--- config.mk ---
export PLATFORM = sky130hd
export DESIGN_NAME = debounced_input_and_timed_output_pins
export DESIGN_NICKNAME = d
export VERILOG_FILES = /design/src/hdl/dbio_pkg.sv /design/src/hdl/debounced_input_and_timed_output_pins.sv /design/src/hdl/dbio_alu.sv /design/src/hdl/dbio_mark_mem.sv
export SDC_FILE = /design/constraint.sdc
export NUM_CORES = 1
export LEC_CHECK = 0
export BUFFER_PORTS_ARGS = -buffer_cell sky130_fd_sc_hd__clkbuf_2
export CAP_MARGIN = 10
export CORE_ASPECT_RATIO = 0.7
export CORE_MARGIN = 2
export CORE_UTILIZATION = 35
export DETAILED_ROUTE_END_ITERATION = 7
export PLACE_DENSITY = 0.51
export REMOVE_ABC_BUFFERS = 1
export SYNTH_ARGS = -nofsm -noshare
export SYNTH_HDL_FRONTEND = slang
export SYNTH_SLANG_ARGS = --single-unit
--- constraint.sdc ---
create_clock -name clk -period 7.4 [get_ports clk]
set_input_delay 0.37 -clock clk [delete_from_list [all_inputs] [get_ports clk]]
set_output_delay 0.37 -clock clk [all_outputs]
set_load 0.01 [all_outputs]
--- src/hdl/dbio_pkg.sv ---
// types and constants shared by the debounced input / timed output pin bank
// no dependencies; used by dbio_alu, the top level and its testbench
package dbio_pkg;

	// command codes carried by the opcode field
	typedef enum logic [1:0] {
		OP_TICK        = 2'd0,
		OP_DRIVE_HIGH  = 2'd1,
		OP_DRIVE_LOW   = 2'd2,
		OP_READ_CLEAR  = 2'd3
	} opcode_t;

	// per-pin debounce phase, code 3 is never stored
	typedef enum logic [1:0] {
		PH_WAIT_CHANGE  = 2'd0,
		PH_WAIT_SETTLE  = 2'd1,
		PH_WAIT_RELEASE = 2'd2
	} phase_t;

	// sequencer states
	typedef enum logic [1:0] {
		ST_IDLE = 2'd0,
		ST_SCAN = 2'd1,
		ST_EXEC = 2'd2,
		ST_RESP = 2'd3
	} state_t;

	// shared arithmetic unit operations
	typedef enum logic {
		ALU_ADD = 1'b0,
		ALU_SUB = 1'b1
	} alu_op_t;

	// shared unit result and compare flags
	typedef struct packed {
		logic [31:0] sum;
		logic        a_ge_b;
		logic        sum_ge_lim;
	} alu_res_t;

	// pin mode codes
	localparam logic [1:0] MODE_UNUSED = 2'd0;
	localparam logic [1:0] MODE_INPUT  = 2'd1;
	localparam logic [1:0] MODE_OUTPUT = 2'd2;

	// configuration register indexes
	localparam int unsigned CFG_IDX_W = 2;
	localparam logic [CFG_IDX_W-1:0] REG_PIN_MODES = 2'd0;
	localparam logic [CFG_IDX_W-1:0] REG_SETTLE_MS = 2'd1;

	localparam logic [15:0] SETTLE_RESET = 16'd50;

endpackage

--- src/hdl/debounced_input_and_timed_output_pins.sv ---
// top level of the debounced input / timed output pin bank
// depends on dbio_pkg, dbio_alu and dbio_mark_mem
//
// A command is taken when start is high and busy is low; busy then stays high
// until the single result beat, marked by done for exactly one cycle, has gone
// out. The receiver cannot stall, so drive_levels, activated and
// activated_flags must be captured in the done cycle. A tick walks the pins one
// per cycle through the shared add/subtract unit and the mark time store, whose
// registered read runs one pin ahead of the evaluation; the next command can be
// accepted the cycle after done. Drive high, drive low and read-clear pass
// through the execute state before the result beat. The configuration port is
// always ready; writes are meant to happen while busy is low. Unknown register
// indexes are ignored.
module debounced_input_and_timed_output_pins #(
	parameter int unsigned PIN_COUNT = 16
) (
	input  logic                               clk,
	input  logic                               arst_n,
	// command beat
	input  logic                               start,
	output logic                               busy,
	input  logic [1:0]                         opcode,
	input  logic [3:0]                         pin,
	input  logic [31:0]                        duration_ms,
	input  logic [31:0]                        now_ms,
	input  logic [15:0]                        pin_levels,
	// result beat
	output logic                               done,
	output logic [15:0]                        drive_levels,
	output logic                               activated,
	output logic [15:0]                        activated_flags,
	// configuration write channel
	input  logic                               cfg_valid,
	output logic                               cfg_ready,
	input  logic [dbio_pkg::CFG_IDX_W-1:0]     cfg_index,
	input  logic [31:0]                        cfg_data
);

	localparam int unsigned PIN_W = (PIN_COUNT > 1) ? $clog2(PIN_COUNT) : 1;
	localparam int unsigned CNT_W = $clog2(PIN_COUNT + 1);

	// sequencer
	dbio_pkg::state_t st_q, st_d;
	logic [CNT_W-1:0] cnt_q;
	logic             rd_en;
	logic             accept;

	// scan pipeline: pin whose mark time read is in flight
	logic [PIN_W-1:0] idx_s1;
	logic             vld_s1;

	// latched command beat
	dbio_pkg::opcode_t op_q;
	logic [3:0]        pin_q;
	logic [31:0]       dur_q;
	logic [31:0]       now_q;
	logic [15:0]       lvl_q;
	logic              act_res_q;

	// configuration registers
	logic [31:0] modes_q;
	logic [15:0] settle_q;

	// per-pin state kept in flops
	dbio_pkg::phase_t [PIN_COUNT-1:0] phase_q;
	logic [PIN_COUNT-1:0]             act_q;
	logic [PIN_COUNT-1:0]             drv_q;

	// shared unit
	dbio_pkg::alu_op_t  alu_op;
	logic [31:0]        alu_b;
	dbio_pkg::alu_res_t alu_r;

	// mark store
	logic             mem_we;
	logic [PIN_W-1:0] mem_waddr;
	logic [31:0]      mem_wdata;
	logic [31:0]      rd_data;

	// evaluation of the pin in stage 1
	logic [31:0]       mode_sh;
	logic [15:0]       lvl_sh;
	logic [1:0]        ev_mode;
	logic              ev_low;
	dbio_pkg::phase_t  ev_phase;
	logic              ev_act;
	logic              ph_we;
	dbio_pkg::phase_t  ph_nx;
	logic              act_set;
	logic              mark_now;
	logic              out_exp;

	// command decode
	logic             in_rng;
	logic [PIN_W-1:0] pin_idx;
	logic             exec_drive;

	logic [31:0] drv_ext;
	logic [31:0] act_ext;

	assign accept    = start && !busy;
	assign cfg_ready = 1'b1;

	// ------------------------------------------------------------------
	// configuration writes
	always_ff @(posedge clk or negedge arst_n) begin
		if (!arst_n) begin
			modes_q  <= 32'd0;
			settle_q <= dbio_pkg::SETTLE_RESET;
		end else if (cfg_valid && cfg_ready) begin
			case (cfg_index)
				dbio_pkg::REG_PIN_MODES: modes_q  <= cfg_data;
				dbio_pkg::REG_SETTLE_MS: settle_q <= cfg_data[15:0];
				default: ;
			endcase
		end
	end

	// ------------------------------------------------------------------
	// sequencer: next state and strobes
	always_comb begin
		st_d  = st_q;
		rd_en = 1'b0;
		busy  = 1'b1;
		done  = 1'b0;
		case (st_q)
			dbio_pkg::ST_IDLE: begin
				busy = 1'b0;
				if (start) begin
					if (dbio_pkg::opcode_t'(opcode) == dbio_pkg::OP_TICK) begin
						st_d = dbio_pkg::ST_SCAN;
					end else begin
						st_d = dbio_pkg::ST_EXEC;
					end
				end
			end
			dbio_pkg::ST_SCAN: begin
				// issue reads for pins 0..PIN_COUNT-1, then drain stage 1 before the result beat
				if (cnt_q < CNT_W'(PIN_COUNT)) begin
					rd_en = 1'b1;
				end else begin
					st_d = dbio_pkg::ST_RESP;
				end
			end
			dbio_pkg::ST_EXEC: begin
				st_d = dbio_pkg::ST_RESP;
			end
			dbio_pkg::ST_RESP: begin
				done = 1'b1;
				st_d = dbio_pkg::ST_IDLE;
			end
			default: begin
				st_d = dbio_pkg::ST_IDLE;
			end
		endcase
	end

	always_ff @(posedge clk or negedge arst_n) begin
		if (!arst_n) begin
			st_q   <= dbio_pkg::ST_IDLE;
			cnt_q  <= '0;
			vld_s1 <= 1'b0;
		end else begin
			st_q   <= st_d;
			vld_s1 <= rd_en;
			if (accept) begin
				cnt_q <= '0;
			end else if (rd_en) begin
				cnt_q <= cnt_q + CNT_W'(1);
			end
		end
	end

	always_ff @(posedge clk) begin
		if (rd_en) begin
			idx_s1 <= cnt_q[PIN_W-1:0];
		end
		if (accept) begin
			op_q  <= dbio_pkg::opcode_t'(opcode);
			pin_q <= pin;
			dur_q <= duration_ms;
			now_q <= now_ms;
			lvl_q <= pin_levels;
		end
	end

	// ------------------------------------------------------------------
	// shared unit: now + duration for a drive-high command,
	// now - mark time while scanning
	always_comb begin
		if (st_q == dbio_pkg::ST_EXEC) begin
			alu_op = dbio_pkg::ALU_ADD;
			alu_b  = dur_q;
		end else begin
			alu_op = dbio_pkg::ALU_SUB;
			alu_b  = rd_data;
		end
	end

	dbio_alu u_alu (
		.op  (alu_op),
		.a   (now_q),
		.b   (alu_b),
		.lim (settle_q),
		.res (alu_r)
	);

	// ------------------------------------------------------------------
	// per-pin evaluation during a tick
	// only pins 0..15 have mode bits and level bits; others are unused
	assign mode_sh  = modes_q >> {idx_s1, 1'b0};
	assign lvl_sh   = lvl_q >> idx_s1;
	assign ev_mode  = (32'(idx_s1) < 32'd16) ? mode_sh[1:0] : dbio_pkg::MODE_UNUSED;
	assign ev_low   = (32'(idx_s1) < 32'd16) && !lvl_sh[0];
	assign ev_phase = phase_q[idx_s1];
	assign ev_act   = act_q[idx_s1];

	always_comb begin
		ph_we    = 1'b0;
		ph_nx    = ev_phase;
		act_set  = 1'b0;
		mark_now = 1'b0;
		out_exp  = 1'b0;
		if (vld_s1) begin
			if (ev_mode == dbio_pkg::MODE_INPUT) begin
				case (ev_phase)
					dbio_pkg::PH_WAIT_SETTLE: begin
						if (!ev_low) begin
							ph_we = 1'b1;
							ph_nx = dbio_pkg::PH_WAIT_CHANGE;
						end else if (alu_r.sum_ge_lim) begin
							// wrap-safe elapsed time reached the settle time
							ph_we   = 1'b1;
							ph_nx   = dbio_pkg::PH_WAIT_RELEASE;
							act_set = 1'b1;
						end
					end
					dbio_pkg::PH_WAIT_RELEASE: begin
						// leave only once released and the flag has been read
						if (!ev_low && !ev_act) begin
							ph_we = 1'b1;
							ph_nx = dbio_pkg::PH_WAIT_CHANGE;
						end
					end
					default: begin
						// waiting for change, also the unreachable code 3
						if (ev_low) begin
							ph_we    = 1'b1;
							ph_nx    = dbio_pkg::PH_WAIT_SETTLE;
							mark_now = 1'b1;
						end
					end
				endcase
			end else if (ev_mode == dbio_pkg::MODE_OUTPUT) begin
				// a zero deadline never expires; otherwise plain unsigned compare
				if ((rd_data != 32'd0) && alu_r.a_ge_b) begin
					out_exp = 1'b1;
				end
			end
		end
	end

	// ------------------------------------------------------------------
	// single-pin commands
	assign in_rng     = 32'(pin_q) < PIN_COUNT;
	assign pin_idx    = PIN_W'(pin_q);
	assign exec_drive = (st_q == dbio_pkg::ST_EXEC) && in_rng &&
	                    ((op_q == dbio_pkg::OP_DRIVE_HIGH) || (op_q == dbio_pkg::OP_DRIVE_LOW));

	// mark store write port: commands in EXEC, scan updates in SCAN
	always_comb begin
		mem_we    = 1'b0;
		mem_waddr = idx_s1;
		mem_wdata = 32'd0;
		if (exec_drive) begin
			mem_we    = 1'b1;
			mem_waddr = pin_idx;
			mem_wdata = (op_q == dbio_pkg::OP_DRIVE_HIGH) ? alu_r.sum : 32'd0;
		end else if (mark_now || out_exp) begin
			mem_we    = 1'b1;
			mem_waddr = idx_s1;
			mem_wdata = mark_now ? now_q : 32'd0;
		end
	end

	dbio_mark_mem #(
		.DEPTH (PIN_COUNT),
		.AW    (PIN_W)
	) u_mark_mem (
		.clk   (clk),
		.arst_n(arst_n),
		.we    (mem_we),
		.waddr (mem_waddr),
		.wdata (mem_wdata),
		.re    (rd_en),
		.raddr (cnt_q[PIN_W-1:0]),
		.rdata (rd_data)
	);

	// ------------------------------------------------------------------
	// per-pin flop state
	always_ff @(posedge clk or negedge arst_n) begin
		if (!arst_n) begin
			phase_q   <= '0;
			act_q     <= '0;
			drv_q     <= '0;
			act_res_q <= 1'b0;
		end else begin
			if (accept) begin
				act_res_q <= 1'b0;
			end
			if (ph_we) begin
				phase_q[idx_s1] <= ph_nx;
			end
			if (act_set) begin
				act_q[idx_s1] <= 1'b1;
			end
			if (out_exp) begin
				drv_q[idx_s1] <= 1'b0;
			end
			if ((st_q == dbio_pkg::ST_EXEC) && in_rng) begin
				case (op_q)
					dbio_pkg::OP_DRIVE_HIGH: drv_q[pin_idx] <= 1'b1;
					dbio_pkg::OP_DRIVE_LOW:  drv_q[pin_idx] <= 1'b0;
					dbio_pkg::OP_READ_CLEAR: begin
						act_res_q      <= act_q[pin_idx];
						act_q[pin_idx] <= 1'b0;
					end
					default: ;
				endcase
			end
		end
	end

	// ------------------------------------------------------------------
	// result beat: only pins 0..15 are shown
	assign drv_ext         = 32'(drv_q);
	assign act_ext         = 32'(act_q);
	assign drive_levels    = drv_ext[15:0];
	assign activated_flags = act_ext[15:0];
	assign activated       = act_res_q;

	// ------------------------------------------------------------------
	// assertions
	a_accept_busy: assert property (@(posedge clk) disable iff (!arst_n)
		start && !busy |=> busy)
		else $error("command beat taken but busy did not rise");

	a_done_idle: assert property (@(posedge clk) disable iff (!arst_n)
		done |=> !busy)
		else $error("block still busy after result beat");

	a_done_after_busy: assert property (@(posedge clk) disable iff (!arst_n)
		done |-> $past(busy))
		else $error("result beat without a command in progress");

	a_scan_stage: assert property (@(posedge clk) disable iff (!arst_n)
		vld_s1 |-> (st_q == dbio_pkg::ST_SCAN))
		else $error("pin evaluation outside a tick scan");

	a_write_busy: assert property (@(posedge clk) disable iff (!arst_n)
		mem_we |-> busy)
		else $error("mark store written while idle");

endmodule

--- src/hdl/dbio_alu.sv ---
// shared 32-bit add/subtract unit with unsigned compare flags
// depends on dbio_pkg
module dbio_alu (
	input  dbio_pkg::alu_op_t  op,
	input  logic [31:0]        a,
	input  logic [31:0]        b,
	input  logic [15:0]        lim,
	output dbio_pkg::alu_res_t res
);

	logic [32:0] wide;

	always_comb begin
		if (op == dbio_pkg::ALU_ADD) begin
			wide = {1'b0, a} + {1'b0, b};
		end else begin
			wide = {1'b0, a} - {1'b0, b};
		end
		res.sum        = wide[31:0];
		// no borrow on subtract means a >= b
		res.a_ge_b     = ~wide[32];
		res.sum_ge_lim = wide[31:0] >= {16'd0, lim};
	end

endmodule

--- src/hdl/dbio_mark_mem.sv ---
// per-pin mark time store: one write port, one registered read port
// entries never written read as zero; depends on nothing
module dbio_mark_mem #(
	parameter int unsigned DEPTH = 16,
	parameter int unsigned AW    = 4
) (
	input  logic          clk,
	input  logic          arst_n,
	input  logic          we,
	input  logic [AW-1:0] waddr,
	input  logic [31:0]   wdata,
	input  logic          re,
	input  logic [AW-1:0] raddr,
	output logic [31:0]   rdata
);

	logic [31:0]      mem [DEPTH];
	logic [DEPTH-1:0] valid_q;
	logic [31:0]      rd_q;
	logic             rd_valid_q;

	always_ff @(posedge clk) begin
		if (we) begin
			mem[waddr] <= wdata;
		end
		if (re) begin
			rd_q <= mem[raddr];
		end
	end

	always_ff @(posedge clk or negedge arst_n) begin
		if (!arst_n) begin
			valid_q    <= '0;
			rd_valid_q <= 1'b0;
		end else begin
			if (we) begin
				valid_q[waddr] <= 1'b1;
			end
			if (re) begin
				rd_valid_q <= valid_q[raddr];
			end
		end
	end

	assign rdata = rd_valid_q ? rd_q : 32'd0;

endmodule

==> run_results.csv <==
group,metric,value,unit
run_status,status,"complete, no violations",
cts,clockRootBuffer,"clkbuf_16",
pwr,p_leak,14.4,nW
routing,vias_per_cell,5.59,
placement,place_congestion,0.884,
yosys,ys_async_sr_fraction,0.179,
worst_setup_path,slowest_stage,"a222oi_1",
routing,drt-total-wl,103,mm
yosys,syn_area_per_cell,16.5,um^2
routing,ant_nets,0,
sta,setup_violations,0,
sta,finalCriticalPeriod,7020,ps
pwr,finalPower,0.0162,W
cts,cts_buffer_depth,3,
yosys,syn_inst,2060,
min_path,hp-class,"in2reg",
worst_setup_path,worstPathArrival,7570,ps
sta,finalMaxSlewViolations,0,
finish,drive_above_1_share,0.284,
routing,vias,20800,
cts,cts_made_buffers,79,
sta,holdWs,43.6,ps
cts,htreeDepth,3,
floorplanning,fp.coreArea,96000,um^2
cts,cts_sinks,772,
floorplanning,dieArea,99500,um^2
floorplanning,rows,95,
pwr,vdd_drop_max,0.000275,V
floorplanning,start_util,0.353,
floorplanning,io-pin-count,160,
pwr,p_per_area,399,nW/um^2
routing,drc_errors,0,
global_routing,antenna_found_initial,4,
sta,hold_violations,0,
yosys,ys_types,78,
global_routing,grt_pass1_vias,20900,
sta,layout_setup_ws,375,ps
finish,syn_to_final_growth,19.5,%
sta,fin_crit_sh,0.949,
worst_setup_path,startpoint_type,"register",
placement,place_ws,213,ps
sta,fin_skew,33.2,ps
flow_run,maxCapViolations,0,
worst_setup_path,crit_path_max_fanout,12,
finish,fin_nets,2585,
worst_setup_path,reg2reg_setup_slack,380,ps
worst_setup_path,end_kind,"register",
global_routing,grt_overflow,0,
yosys,synth_seq_cells,772,
yosys,ys.flop_type,"edfxtp_1",
min_path,hold_path.startpoint,"cfg_data[7]",
worst_setup_path,crit_top_cell,"buf_4",
routing,firstDrtPassIters,7,
routing,wl_per_cell,27.8,um
min_path,holdPathStages,2,
global_routing,grt_usage,0.207,
yosys,synth_edf_count,634,
sta,max_freq,142,MHz
placement,port_buffers,158,
placement,place_hpwl,67.7,mm
sta,worst_slew_pin_slew,1280,ps
worst_setup_path,r2r-start,"st_q[0]",
worst_setup_path,rr_endpoint,"phase_q[2]",
floorplanning,fp.dieH,265,um
cts,path_clk_slew,60,ps
worst_setup_path,crit_required,7950,ps
yosys,syn_area,33900,um^2
cts,insertion_delay,670,ps
yosys,yosys_warnings,0,
worst_setup_path,r2r_cells,32,
yosys,seq_area_frac_synth,0.663,
floorplanning,fp.dieW,376,um
min_path,holdPathEnd,"settle_q[7]",
worst_setup_path,critPathMaxStageDelay,420,ps
global_routing,grt_pass1_wl,149,mm
routing,drt_iter0_markers,2265,
worst_setup_path,crit_type,"reg2reg",
finish,fin_util,0.422,
cts,cts_tree,"built",
global_routing,grt_max_degree,73,
sta,slew_headroom,0.145,
==> per-layer routing <==
layer | routed length (um) | vias up | global-route usage
met4 | 1920 | 2 | 0.0557
li1 | - | 8838 | -
met3 | 7130 | 143 | 0.0354
met5 | 13 | - | 0
met1 | 49200 | 11000 | 0.321
met2 | 45200 | 823 | 0.300
==> worst max-delay path, delay by kind of cell, from the launching register on <==
family / cells / cell delay (ps)
buffers and inverters: 5 / 720
AND/OR/NAND/NOR: 9 / 1540
flip-flops: 1 / 340
XOR/XNOR: 1 / 230
multiplexers: 1 / 320
adder cells (fa/ha/maj): 4 / 1100
AO/OA/AOI/OAI: 12 / 2620
==> power by group <==
part	switching [W]	leakage [nW]	internal (W)
logic	0.00369	5.50	0.00255
clock network	0.00174	1.22	0.00223
registers	0.000538	7.63	0.00542
==> state kept, by name (all words and copies together), names as in the netlist <==
signal and flops:
u_mark_mem.mem 512, dur_q 32, modes_q 32, now_q 32, phase_q 32, u_mark_mem.rd_q 32
activated_flags 16, drive_levels 16, lvl_q 16, settle_q 16, u_mark_mem.valid_q 16, cnt_q 5
idx_s1 4, pin_idx 4, op_q 2, st_q 2, activated 1, u_mark_mem.rd_valid_q 1
vld_s1 1
==> area by class of cell <==
class,count,area (um^2)
flip-flops and latches,772,22500
repair buffers,364,2800
inverters,51,191
fillers,8545,55500
multi-input cells,1130,10900
clock buffers,100,2140
well taps,1261,1580
diodes,3,7.51
clock inverters,45,373
==> stage by stage <==
step	area, um^2	setup TNS (ps)	std cells
6_report	40500	0	3726
5_1_grt	40500	-15.6	3724
4_1_cts	40200	0	3701
3_5_place_dp	36600	0	3444
3_3_place_gp	36600	0	3444
2_1_floorplan	33500	-256510	1953
==> what timing repair did <==
action,4_1_cts,5_1_grt
setup buffers,0,20
endpoints found under the hold margin,181,0
hold buffers,112,0
gates resized for setup,0,24
setup endpoints to repair,0,429
==> synth_stat cells (6+ instances only) <==
cell type    n  share of area
and3_1      14         0.0026
ha_1        62          0.023
nor2b_1     20         0.0037
a21o_1      15         0.0033
edfxtp_1   634           0.56
o21ai_0     98          0.014
mux4_2     199           0.13
a22o_1      24         0.0062
nand3_1     35         0.0052
nand2b_1     8         0.0015
inv_1       51         0.0056
mux2i_1      6         0.0018
a31oi_1      6         0.0011
buf_1       24         0.0027
mux2_1      10         0.0033
nor4_1      10         0.0018
a21oi_1    102          0.015
and2_1      11         0.0020
nor3_1      17         0.0025
xor2_1      22         0.0057
clkbuf_1    75         0.0083
xnor2_1     24         0.0062
nand4_1     13         0.0024
mux2_2      73          0.024
o22a_1      16         0.0041
dfrtp_1    135           0.10
nand2_1    155          0.017
o21a_1      22         0.0049
or2_2       12         0.0022
nor2_1      61         0.0067
==> worst max path at each step <==
stage	from	to	slack [ps]	depth (start not counted)
CTS	st_q[0]	u_mark_mem.mem[13][5]	180	23
finish	st_q[0]	phase_q[2]	380	32
detailed placement	st_q[0]	u_mark_mem.mem[13][10]	210	23
global placement	st_q[0]	phase_q[22]	300	32
floorplan	st_q[0]	phase_q[15]	-770	28
global route	st_q[0]	phase_q[26]	-7	32
==> kinds of logic after synthesis <==
kind of cell,share of synthesized area
fa+ha+maj,0.0235
mux,0.161
xor+xnor,0.0119
buf+inv,0.0183
flops,0.663
other cells,0.000111
simple gates,0.0552
compound gates,0.0668
==> placed cells by master (no fill, tap or decap), types with 17 or more instances in the layout <==
cell	n
edfxtp_1	634
mux4_2	199
clkbuf_2	157
nand2_1	155
dfrtp_1	130
dlygate4sd3_1	112
a21oi_1	101
o21ai_0	96
clkbuf_16	83
buf_4	75
mux2_2	73
nor2_1	60
ha_1	60
inv_1	51
nand3_1	35
xnor2_1	24
a22o_1	24
xor2_1	22
nor2b_1	18
nor3_1	17
clkbuf_1	17
Power figures use the tool's default switching activity.
